[config.mk]
export PLATFORM = sky130hd
export DESIGN_NAME = sasrt_ctrl
export DESIGN_NICKNAME = d
export VERILOG_FILES = /design/src/rtl/core/assert_macros.svh /design/src/rtl/core/sasrt_pkg.sv /design/src/rtl/core/sasrt_ctrl.sv
export SDC_FILE = /design/constraint.sdc
export NUM_CORES = 1
export LEC_CHECK = 0
export BUFFER_PORTS_ARGS = -buffer_cell sky130_fd_sc_hd__clkbuf_2
export CAP_MARGIN = 20
export CORE_AREA = 2 2 39 41
export DETAILED_ROUTE_END_ITERATION = 8
export DIE_AREA = 0 0 41 43
export PLACE_DENSITY = 0.51
export SYNTH_ARGS = -nofsm -noshare
export SYNTH_HDL_FRONTEND = slang
export SYNTH_SLANG_ARGS = --single-unit
[constraint.sdc]
create_clock -name aclk -period 1.1 [get_ports aclk]
set_input_delay 0 -clock aclk [delete_from_list [all_inputs] [get_ports aclk]]
set_output_delay 0 -clock aclk [all_outputs]
set_load 0.01 [all_outputs]
[src/rtl/core/assert_macros.svh]
// assertion macros for the search result table
`ifndef ASSERT_MACROS_SVH
`define ASSERT_MACROS_SVH

`ifndef SYNTHESIS

// checked only out of reset
`define ASSERT_CLK(lbl, prop, msg) \
    lbl: assert property (@(posedge aclk) disable iff (!aresetn) prop) else $error(msg);

// checked on every edge, reset included
`define ASSERT_ALWAYS(lbl, prop, msg) \
    lbl: assert property (@(posedge aclk) prop) else $error(msg);

`else

`define ASSERT_CLK(lbl, prop, msg)
`define ASSERT_ALWAYS(lbl, prop, msg)

`endif

`endif

[src/rtl/core/sasrt_pkg.sv]
// shared types and constants of the search result table
package sasrt_pkg;

    localparam int WAYS        = 4;
    localparam int MAX_BUCKETS = 1024;
    localparam int BKT_W       = $clog2(MAX_BUCKETS);
    localparam int WAY_W       = (WAYS > 1) ? $clog2(WAYS) : 1;
    localparam int CNT_W       = 11;
    localparam int KEY_W       = 64;
    localparam int DIGITS      = 8;
    localparam int STEPS       = KEY_W / DIGITS;
    localparam int STEP_W      = $clog2(STEPS);

    localparam logic [1:0] BND_EXACT = 2'd0;
    localparam logic [1:0] BND_LOWER = 2'd1;
    localparam logic [1:0] BND_UPPER = 2'd2;

    typedef enum logic [1:0] {
        OP_PROBE   = 2'd0,
        OP_STORE   = 2'd1,
        OP_ADVANCE = 2'd2,
        OP_CLEAR   = 2'd3
    } op_t;

    typedef enum logic [2:0] {
        ST_INIT,
        ST_IDLE,
        ST_MOD,
        ST_READ,
        ST_EXEC,
        ST_CLEAR
    } state_t;

    typedef struct packed {
        op_t               opcode;
        logic [KEY_W-1:0]  key;
        logic signed [7:0] depth;
        logic signed [15:0] alpha;
        logic signed [15:0] beta;
        logic signed [15:0] score;
        logic [1:0]        bound_kind;
        logic [15:0]       move_code;
        logic              has_eval;
        logic signed [15:0] eval_in;
    } item_t;

    typedef struct packed {
        logic              key_hit;
        logic              cutoff;
        logic [15:0]       move_out;
        logic signed [15:0] score_out;
        logic signed [7:0] depth_out;
        logic [1:0]        bound_out;
        logic              eval_valid;
        logic signed [15:0] eval_out;
    } res_t;

    typedef struct packed {
        logic              hasev;
        logic [7:0]        gen;
        logic [1:0]        bound;
        logic signed [7:0] depth;
    } meta_t;

    typedef struct packed {
        logic signed [15:0] eval;
        logic signed [15:0] score;
        logic [15:0]       move;
    } payload_t;

    typedef struct packed {
        meta_t            meta;
        payload_t         payload;
        logic [KEY_W-1:0] key;
    } way_t;

    typedef way_t [WAYS-1:0] row_t;

    typedef struct packed {
        logic capture;
        logic mod_start;
        logic rd;
        logic exec;
        logic clr;
    } cmd_t;

    typedef struct packed {
        logic mod_done;
        logic clr_last;
    } sts_t;

endpackage

[src/rtl/core/sasrt_ctrl.sv]
// controller state machine and output handshake
module sasrt_ctrl (
    input  logic              aclk,
    input  logic              aresetn,
    input  logic              s_tvalid,
    input  logic [1:0]        s_op,
    output logic              s_tready,
    output logic              m_tvalid,
    input  logic              m_tready,
    input  sasrt_pkg::sts_t   sts,
    output sasrt_pkg::cmd_t   cmd
);
    import sasrt_pkg::*;

    state_t state_reg, state_next;
    logic   out_valid_reg, out_valid_next;
    logic   out_free;
    op_t    op;

    assign op       = op_t'(s_op);
    assign out_free = !out_valid_reg || m_tready;

    always_comb begin
        state_next = state_reg;
        unique case (state_reg)
            ST_INIT: begin
                if (sts.clr_last) state_next = ST_IDLE;
            end
            ST_IDLE: begin
                if (s_tvalid) begin
                    unique case (op)
                        OP_PROBE, OP_STORE: state_next = ST_MOD;
                        OP_ADVANCE:         state_next = ST_EXEC;
                        OP_CLEAR:           state_next = ST_CLEAR;
                        default:            state_next = ST_EXEC;
                    endcase
                end
            end
            ST_MOD: begin
                if (sts.mod_done) state_next = ST_READ;
            end
            ST_READ: state_next = ST_EXEC;
            ST_EXEC: begin
                if (out_free) state_next = ST_IDLE;
            end
            ST_CLEAR: begin
                if (sts.clr_last) state_next = ST_EXEC;
            end
            default: state_next = ST_INIT;
        endcase
    end

    always_comb begin
        cmd           = '0;
        s_tready      = (state_reg == ST_IDLE);
        cmd.capture   = (state_reg == ST_IDLE) && s_tvalid;
        cmd.mod_start = cmd.capture && (op == OP_PROBE || op == OP_STORE);
        cmd.rd        = (state_reg == ST_READ);
        cmd.exec      = (state_reg == ST_EXEC) && out_free;
        cmd.clr       = (state_reg == ST_INIT) || (state_reg == ST_CLEAR);
    end

    always_comb begin
        out_valid_next = out_valid_reg;
        if (cmd.exec) out_valid_next = 1'b1;
        else if (m_tready) out_valid_next = 1'b0;
    end

    always_ff @(posedge aclk) begin
        if (!aresetn) begin
            state_reg     <= ST_INIT;
            out_valid_reg <= 1'b0;
        end else begin
            state_reg     <= state_next;
            out_valid_reg <= out_valid_next;
        end
    end

    assign m_tvalid = out_valid_reg;

endmodule

==> results of run 1 <==
cells in the mapped netlist:
library cell / number / share of area
nor2_1: 4 / 0.048
nor2b_1: 4 / 0.080
mux2i_1: 1 / 0.032
dfxtp_1: 4 / 0.25
nor4_2: 1 / 0.040
nand3_1: 1 / 0.016
and4bb_1: 1 / 0.040
o31ai_1: 1 / 0.024
nor3_2: 1 / 0.032
a22oi_1: 1 / 0.024
and2_1: 1 / 0.020
inv_1: 3 / 0.036
nand2_1: 2 / 0.024
nand3b_1: 1 / 0.024
nor2b_4: 1 / 0.044
a21oi_1: 7 / 0.11
buf_2: 2 / 0.032
a2bb2oi_2: 1 / 0.048
nor3_1: 3 / 0.048
buf_4: 1 / 0.024
final cells by class:
cell class | count | area share
repair buffers | 26 | 0.318
multi-input cells | 31 | 0.439
inverters | 3 | 0.0226
flip-flops and latches | 4 | 0.150
clock buffers | 3 | 0.0370
well taps | 16 | 0.0329
where the power goes:
part / leakage [nW] / internal [W] / switching (W)
logic: 0.233 / 0.000170 / 0.000131
clock network: 0.0138 / 0.000122 / 0.0000574
registers: 0.0348 / 0.000157 / 0.0000183
total: 0.282 / 0.000449 / 0.000207
what timing repair did:
item                       in CTS  in global routing
hold buffers                    0                  0
hold endpoints to repair        0                  0
setup buffers                   5                  2
pin swaps                       4                  3
setup endpoints to repair       9                  9
gates resized for setup        16                 12
final timing paths:
path | start | to | slack (ns) | cells after the start
max | state_reg[0]$_SDFFE_PN0P_ | cmd[0] | -0.09 | 4
min | aresetn | state_reg[0]$_SDFFE_PN0P_ | 0.05 | 3
max reg2reg | state_reg[0]$_SDFFE_PN0P_ | state_reg[1]$_SDFFE_PN0P_ | -0.05 | 5
min reg2reg | state_reg[2]$_SDFFE_PN0P_ | state_reg[2]$_SDFFE_PN0P_ | 0.65 | 3
per-layer routing:
layer  up-vias  share of wire  global-route usage
met4         0          0.018               0.140
li1        198              -                   -
met2         6           0.56               0.219
met1       177           0.38               0.123
met3         2          0.036              0.0314
met5         -              0                   0
logic make-up after synthesis:
family,share of synthesized area
flip-flops,0.255
multiplexers,0.0319
buffers and inverters,0.0916
AO/OA/AOI/OAI,0.207
AND/OR/NAND/NOR,0.414
stage by stage:
| stage | TNS [ns] | util | hold slack (ns) |
|---|---|---|---|
| final | -0.322 | 0.440 | 0.0471 |
| after global routing | -0.791 | 0.440 | 0.0489 |
| after CTS | -0.351 | 0.401 | 0.0339 |
| after detailed placement | -0.226 | 0.325 | 0.281 |
| after global placement | -0.191 | 0.325 | 0.287 |
| after floorplan | -0.0387 | - | 0.0300 |
critical path, cell delays in order, from the launching register on:
cell and delay, ns:
dfxtp_4 0.36, nor2b_4 0.15, nor3_4 0.22, buf_4 0.14
buf_6 0.09
==> results.sh, run 1 <==
export IMPL_cts_buffers_inserted=3
export IMPL_leakage_nw=0.282
export IMPL_period_needed_ns=1.19
export IMPL_dp_hpwl_um=624
export IMPL_finalPower_w=0.000656
export IMPL_finalWorstSetupSlack_ns=-0.0902
export IMPL_path_clk_slew_ns=0.04
export IMPL_crit_fanout=4
export IMPL_routed_via_density=4.61
export IMPL_finalNetCount=77
export IMPL_drc=0
export IMPL_wire_per_inst_um=11.2
export IMPL_drtIter0Drc=0
export IMPL_setup_viol=5
export IMPL_endpoint_kind="output port"
export IMPL_mostFrequentLayoutCell="buf_4"
export IMPL_cts_root_buf="clkbuf_4"
export IMPL_coreArea_um2=1380
export IMPL_multiInputGateArea_um2=268
export IMPL_final_cell_area_um2=609
export IMPL_clockBufferDepth=2
export IMPL_fmax_mhz=840
export IMPL_dp_cells=73
export IMPL_maxCapViolations=0
export IMPL_grt_max_degree=13
export IMPL_worst_ep_required_time_ns=1.10
export IMPL_layout_drive_gt1_share=0.672
export IMPL_maxSlewHeadroom=0.853
export IMPL_mostFrequentLayoutCells="buf_4, clkbuf_2, a21oi_1"
export IMPL_numPortBuffers=14
export IMPL_wirelength_um=933
export IMPL_synth_seq_area_share=0.255
export IMPL_antenna_found_initial=0
export IMPL_ys_ff_latch=4
export IMPL_grt_pass1_wl_mm=1.55
export IMPL_instances_no_fill=83
export IMPL_drt_antenna_violating_nets=0
export IMPL_grt_overflow=0
export IMPL_gp_congestion=0.827
export IMPL_violations="negative setup slack"
export IMPL_fp_dieH_um=43
export IMPL_cp_start_kind="flip-flop"
export IMPL_period_share=1.08
export IMPL_yosysUniqueCellTypes=20
export IMPL_worst_setup_path_type="flip-flop to output port"
export IMPL_vias=383
export IMPL_max_slew_worst_pin_slew_ns=0.219
export IMPL_fill_cells=151
export IMPL_yosysWarnings=0
export IMPL_skew_ns=0.000506
export IMPL_grt_pass1_vias=382
export IMPL_track_usage=0.136
export IMPL_synthesis_area_um2=314
export IMPL_avgSynthCellArea_um2=7.66
export IMPL_syn_nets=49
export IMPL_die_area_um2=1760
export IMPL_power_density_nw_per_um2=1080
export IMPL_syn_to_final_growth_pct=94.0
export IMPL_seqCellArea_um2=91.3
export IMPL_die_x_um=41
export IMPL_largest_reg_flops=3
export IMPL_cts_sinks=4
export IMPL_crit_arrival_ns=1.19
export IMPL_synthCells=41
export IMPL_rsz0062_at_grt="yes"
export IMPL_io_pins=15
export IMPL_slew_viol_final=0
export IMPL_antenna_cells=0
export IMPL_initial_core_util=0.227
export IMPL_preCtsSetupSlack_ns=-0.104
export IMPL_clk_latency_ns=0.23
export IMPL_drtPass1Iterations=1
export IMPL_rows=14
export IMPL_final_hold_violation_count=0
export IMPL_ir_drop_v=0.000484
export IMPL_placed_area_um2=450
export IMPL_tritoncts="built"
export IMPL_hold_class="input port to flip-flop"
export IMPL_htree_levels=1
export IMPL_status="finished, violations left"
(Power assumes the default switching activity.)
==> run 2, diff against run 1 <==
Settings changed: PLACE_DENSITY 0.51 to 0.49.
Clock period 1.1 ns to 1.3 ns, I/O delays scaled along.
==> run 2 against run 1 <==
Net effect:
- the flow now finishes without violations
- count of clock-buffer cells in the layout unchanged
- global-route usage down 3.7 points
- power fell by 29%
- register-to-register slack gained 0.15 ns
- critical endpoint is now state_reg[0]$_SDFFE_PN0P_
- largest power group unchanged
==> results.sh, run 2 (synthesized netlist as in run 1, its figures left out) <==
export IMPL_status="complete, no violations"
export IMPL_final_hold_violation_count=0
export IMPL_cts_buffers_inserted=3
export IMPL_switchingPower_w=0.000148
export IMPL_dp_hpwl_um=544
export IMPL_vias=344
export IMPL_htree_levels=1
export IMPL_io_pins=15
export IMPL_clockBufferDepth=2
export IMPL_endpoint_kind="flip-flop"
export IMPL_ir_drop_v=0.000342
export IMPL_fp_dieH_um=43
export IMPL_clk_latency_ns=0.24
export IMPL_layout_drive_gt1_share=0.500
export IMPL_setup_viol=0
export IMPL_grt_pass1_vias=307
export IMPL_tritoncts="built"
export IMPL_routed_via_density=4.53
export IMPL_worst_ep_required_time_ns=1.46
export IMPL_die_x_um=41
export IMPL_grt_max_degree=13
export IMPL_skew_ns=0.00351
export IMPL_rsz0062_at_grt="yes"
export IMPL_antenna_found_initial=0
export IMPL_path_clk_slew_ns=0.04
export IMPL_p_seq_frac=0.320
export IMPL_cp_start_kind="flip-flop"
export IMPL_leakage_nw=0.224
export IMPL_hold_class="input port to flip-flop"
export IMPL_die_area_um2=1760
export IMPL_wire_per_inst_um=10.0
export IMPL_coreArea_um2=1380
export IMPL_drtIter0Drc=4
export IMPL_drc=0
export IMPL_mostFrequentLayoutCells="clkbuf_2, a21oi_1, nor2_1, buf_4"
export IMPL_fill_cells=160
export IMPL_rows=14
export IMPL_crit_arrival_ns=1.36
export IMPL_drtPass1Iterations=2
export IMPL_period_needed_ns=1.20
export IMPL_cts_sinks=4
export IMPL_finalNetCount=70
export IMPL_largest_reg_flops=3
export IMPL_fin_setup_tns_ns=0
export IMPL_post_route_util=0.340
export IMPL_combPwrFrac=0.347
export IMPL_maxSlewHeadroom=0.842
export IMPL_antenna_cells=0
export IMPL_period_share=0.926
export IMPL_grt_overflow=0
export IMPL_numPortBuffers=14
export IMPL_cts_root_buf="clkbuf_4"
export IMPL_gp_congestion=0.741
export IMPL_netSwitchingFraction=0.318
export IMPL_syn_to_final_growth_pct=49.8
export IMPL_slew_viol_final=0
export IMPL_drt_antenna_violating_nets=0
export IMPL_clkPwrFrac=0.333
export IMPL_track_usage=0.0983
export IMPL_p_int_w=0.000318
export IMPL_fmax_mhz=831
export IMPL_grt_pass1_wl_mm=1.19
export IMPL_crit_fanout=9
export IMPL_maxCapViolations=0
export IMPL_power_density_nw_per_um2=990
export IMPL_initial_core_util=0.227
export IMPL_wirelength_um=763
export IMPL_max_slew_worst_pin_slew_ns=0.237
export IMPL_worst_setup_path_type="flip-flop to flip-flop"
export IMPL_mostFrequentLayoutCell="clkbuf_2"
[run 2: changes by cell type in the layout (fill, tap and decap cells not counted), sizes merged]
cell	change
clkbuf	+5
buf	-12
[run 2: power groups by stage]
stage / registers, W / clock network (W) / logic, W
5_1_grt: 0.000151 / 0.000167 / 0.000184
2_1_floorplan: 0.000146 / 0 / 0.000101
3_5_place_dp: 0.000152 / 0 / 0.000139
3_3_place_gp: 0.000152 / 0 / 0.000140
4_1_cts: 0.000152 / 0.000160 / 0.000140
6_report: 0.000149 / 0.000155 / 0.000162
[run 2: layout make-up]
class | instances | area, um^2 | area share
clock buffer | 3 | 22.5 | 0.0479
multi-input combinational | 31 | 216 | 0.460
timing repair buffer | 19 | 111 | 0.237
sequential | 4 | 88.8 | 0.189
inverter | 3 | 11.3 | 0.0239
tap | 16 | 20.0 | 0.0426
[run 2: per-stage QoR]
step                      setup slack, ns  cells  hold slack (ns)  total power (W)  instance area [um^2]
after floorplan                     0.122     41           0.0464         0.000248                   314
after global placement              0.106     69            0.287         0.000292                   394
after detailed placement           0.0803     69            0.281         0.000291                   394
after CTS                         0.00332     72           0.0248         0.000452                   422
after global routing             -0.00950     76           0.0643         0.000502                   470
final                              0.0962     76           0.0447         0.000466                   470
[run 2: path summary, 6_finish.rpt]
kind / slack, ns / depth (start not counted) / endpoint / from
setup / recovery: 0.1 / 6 / state_reg[0]$_SDFFE_PN0P_ / state_reg[2]$_SDFFE_PN0P_
hold / removal: 0.04 / 3 / state_reg[0]$_SDFFE_PN0P_ / aresetn
setup reg to reg: 0.1 / 6 / state_reg[0]$_SDFFE_PN0P_ / state_reg[2]$_SDFFE_PN0P_
hold reg to reg: 0.53 / 2 / state_reg[2]$_SDFFE_PN0P_ / state_reg[0]$_SDFFE_PN0P_
[run 2: layer usage]
metal | vias to the layer above | track usage | wire length, um
met3 | 2 | 0.0157 | 35
met2 | 12 | 0.131 | 366
met1 | 149 | 0.131 | 346
met4 | 0 | 0.0800 | 15
li1 | 181 | - | -
met5 | - | 0 | 0
[run 2: timing repair]
item | CTS | global route
hold buffers | 0 | 0
gates resized for setup | 3 | 6
pin swaps | 0 | 1
buffers inserted | 0 | 4
setup endpoints to repair | 1 | 3
[run 2: worst max-delay path, cell delays in order (launching register included)]
cell	delay [ns]
dfxtp_2	0.33
buf_6	0.12
buf_4	0.15
nand3b_1	0.17
a21oi_1	0.15
a21oi_1	0.06
a21oi_1	0.14
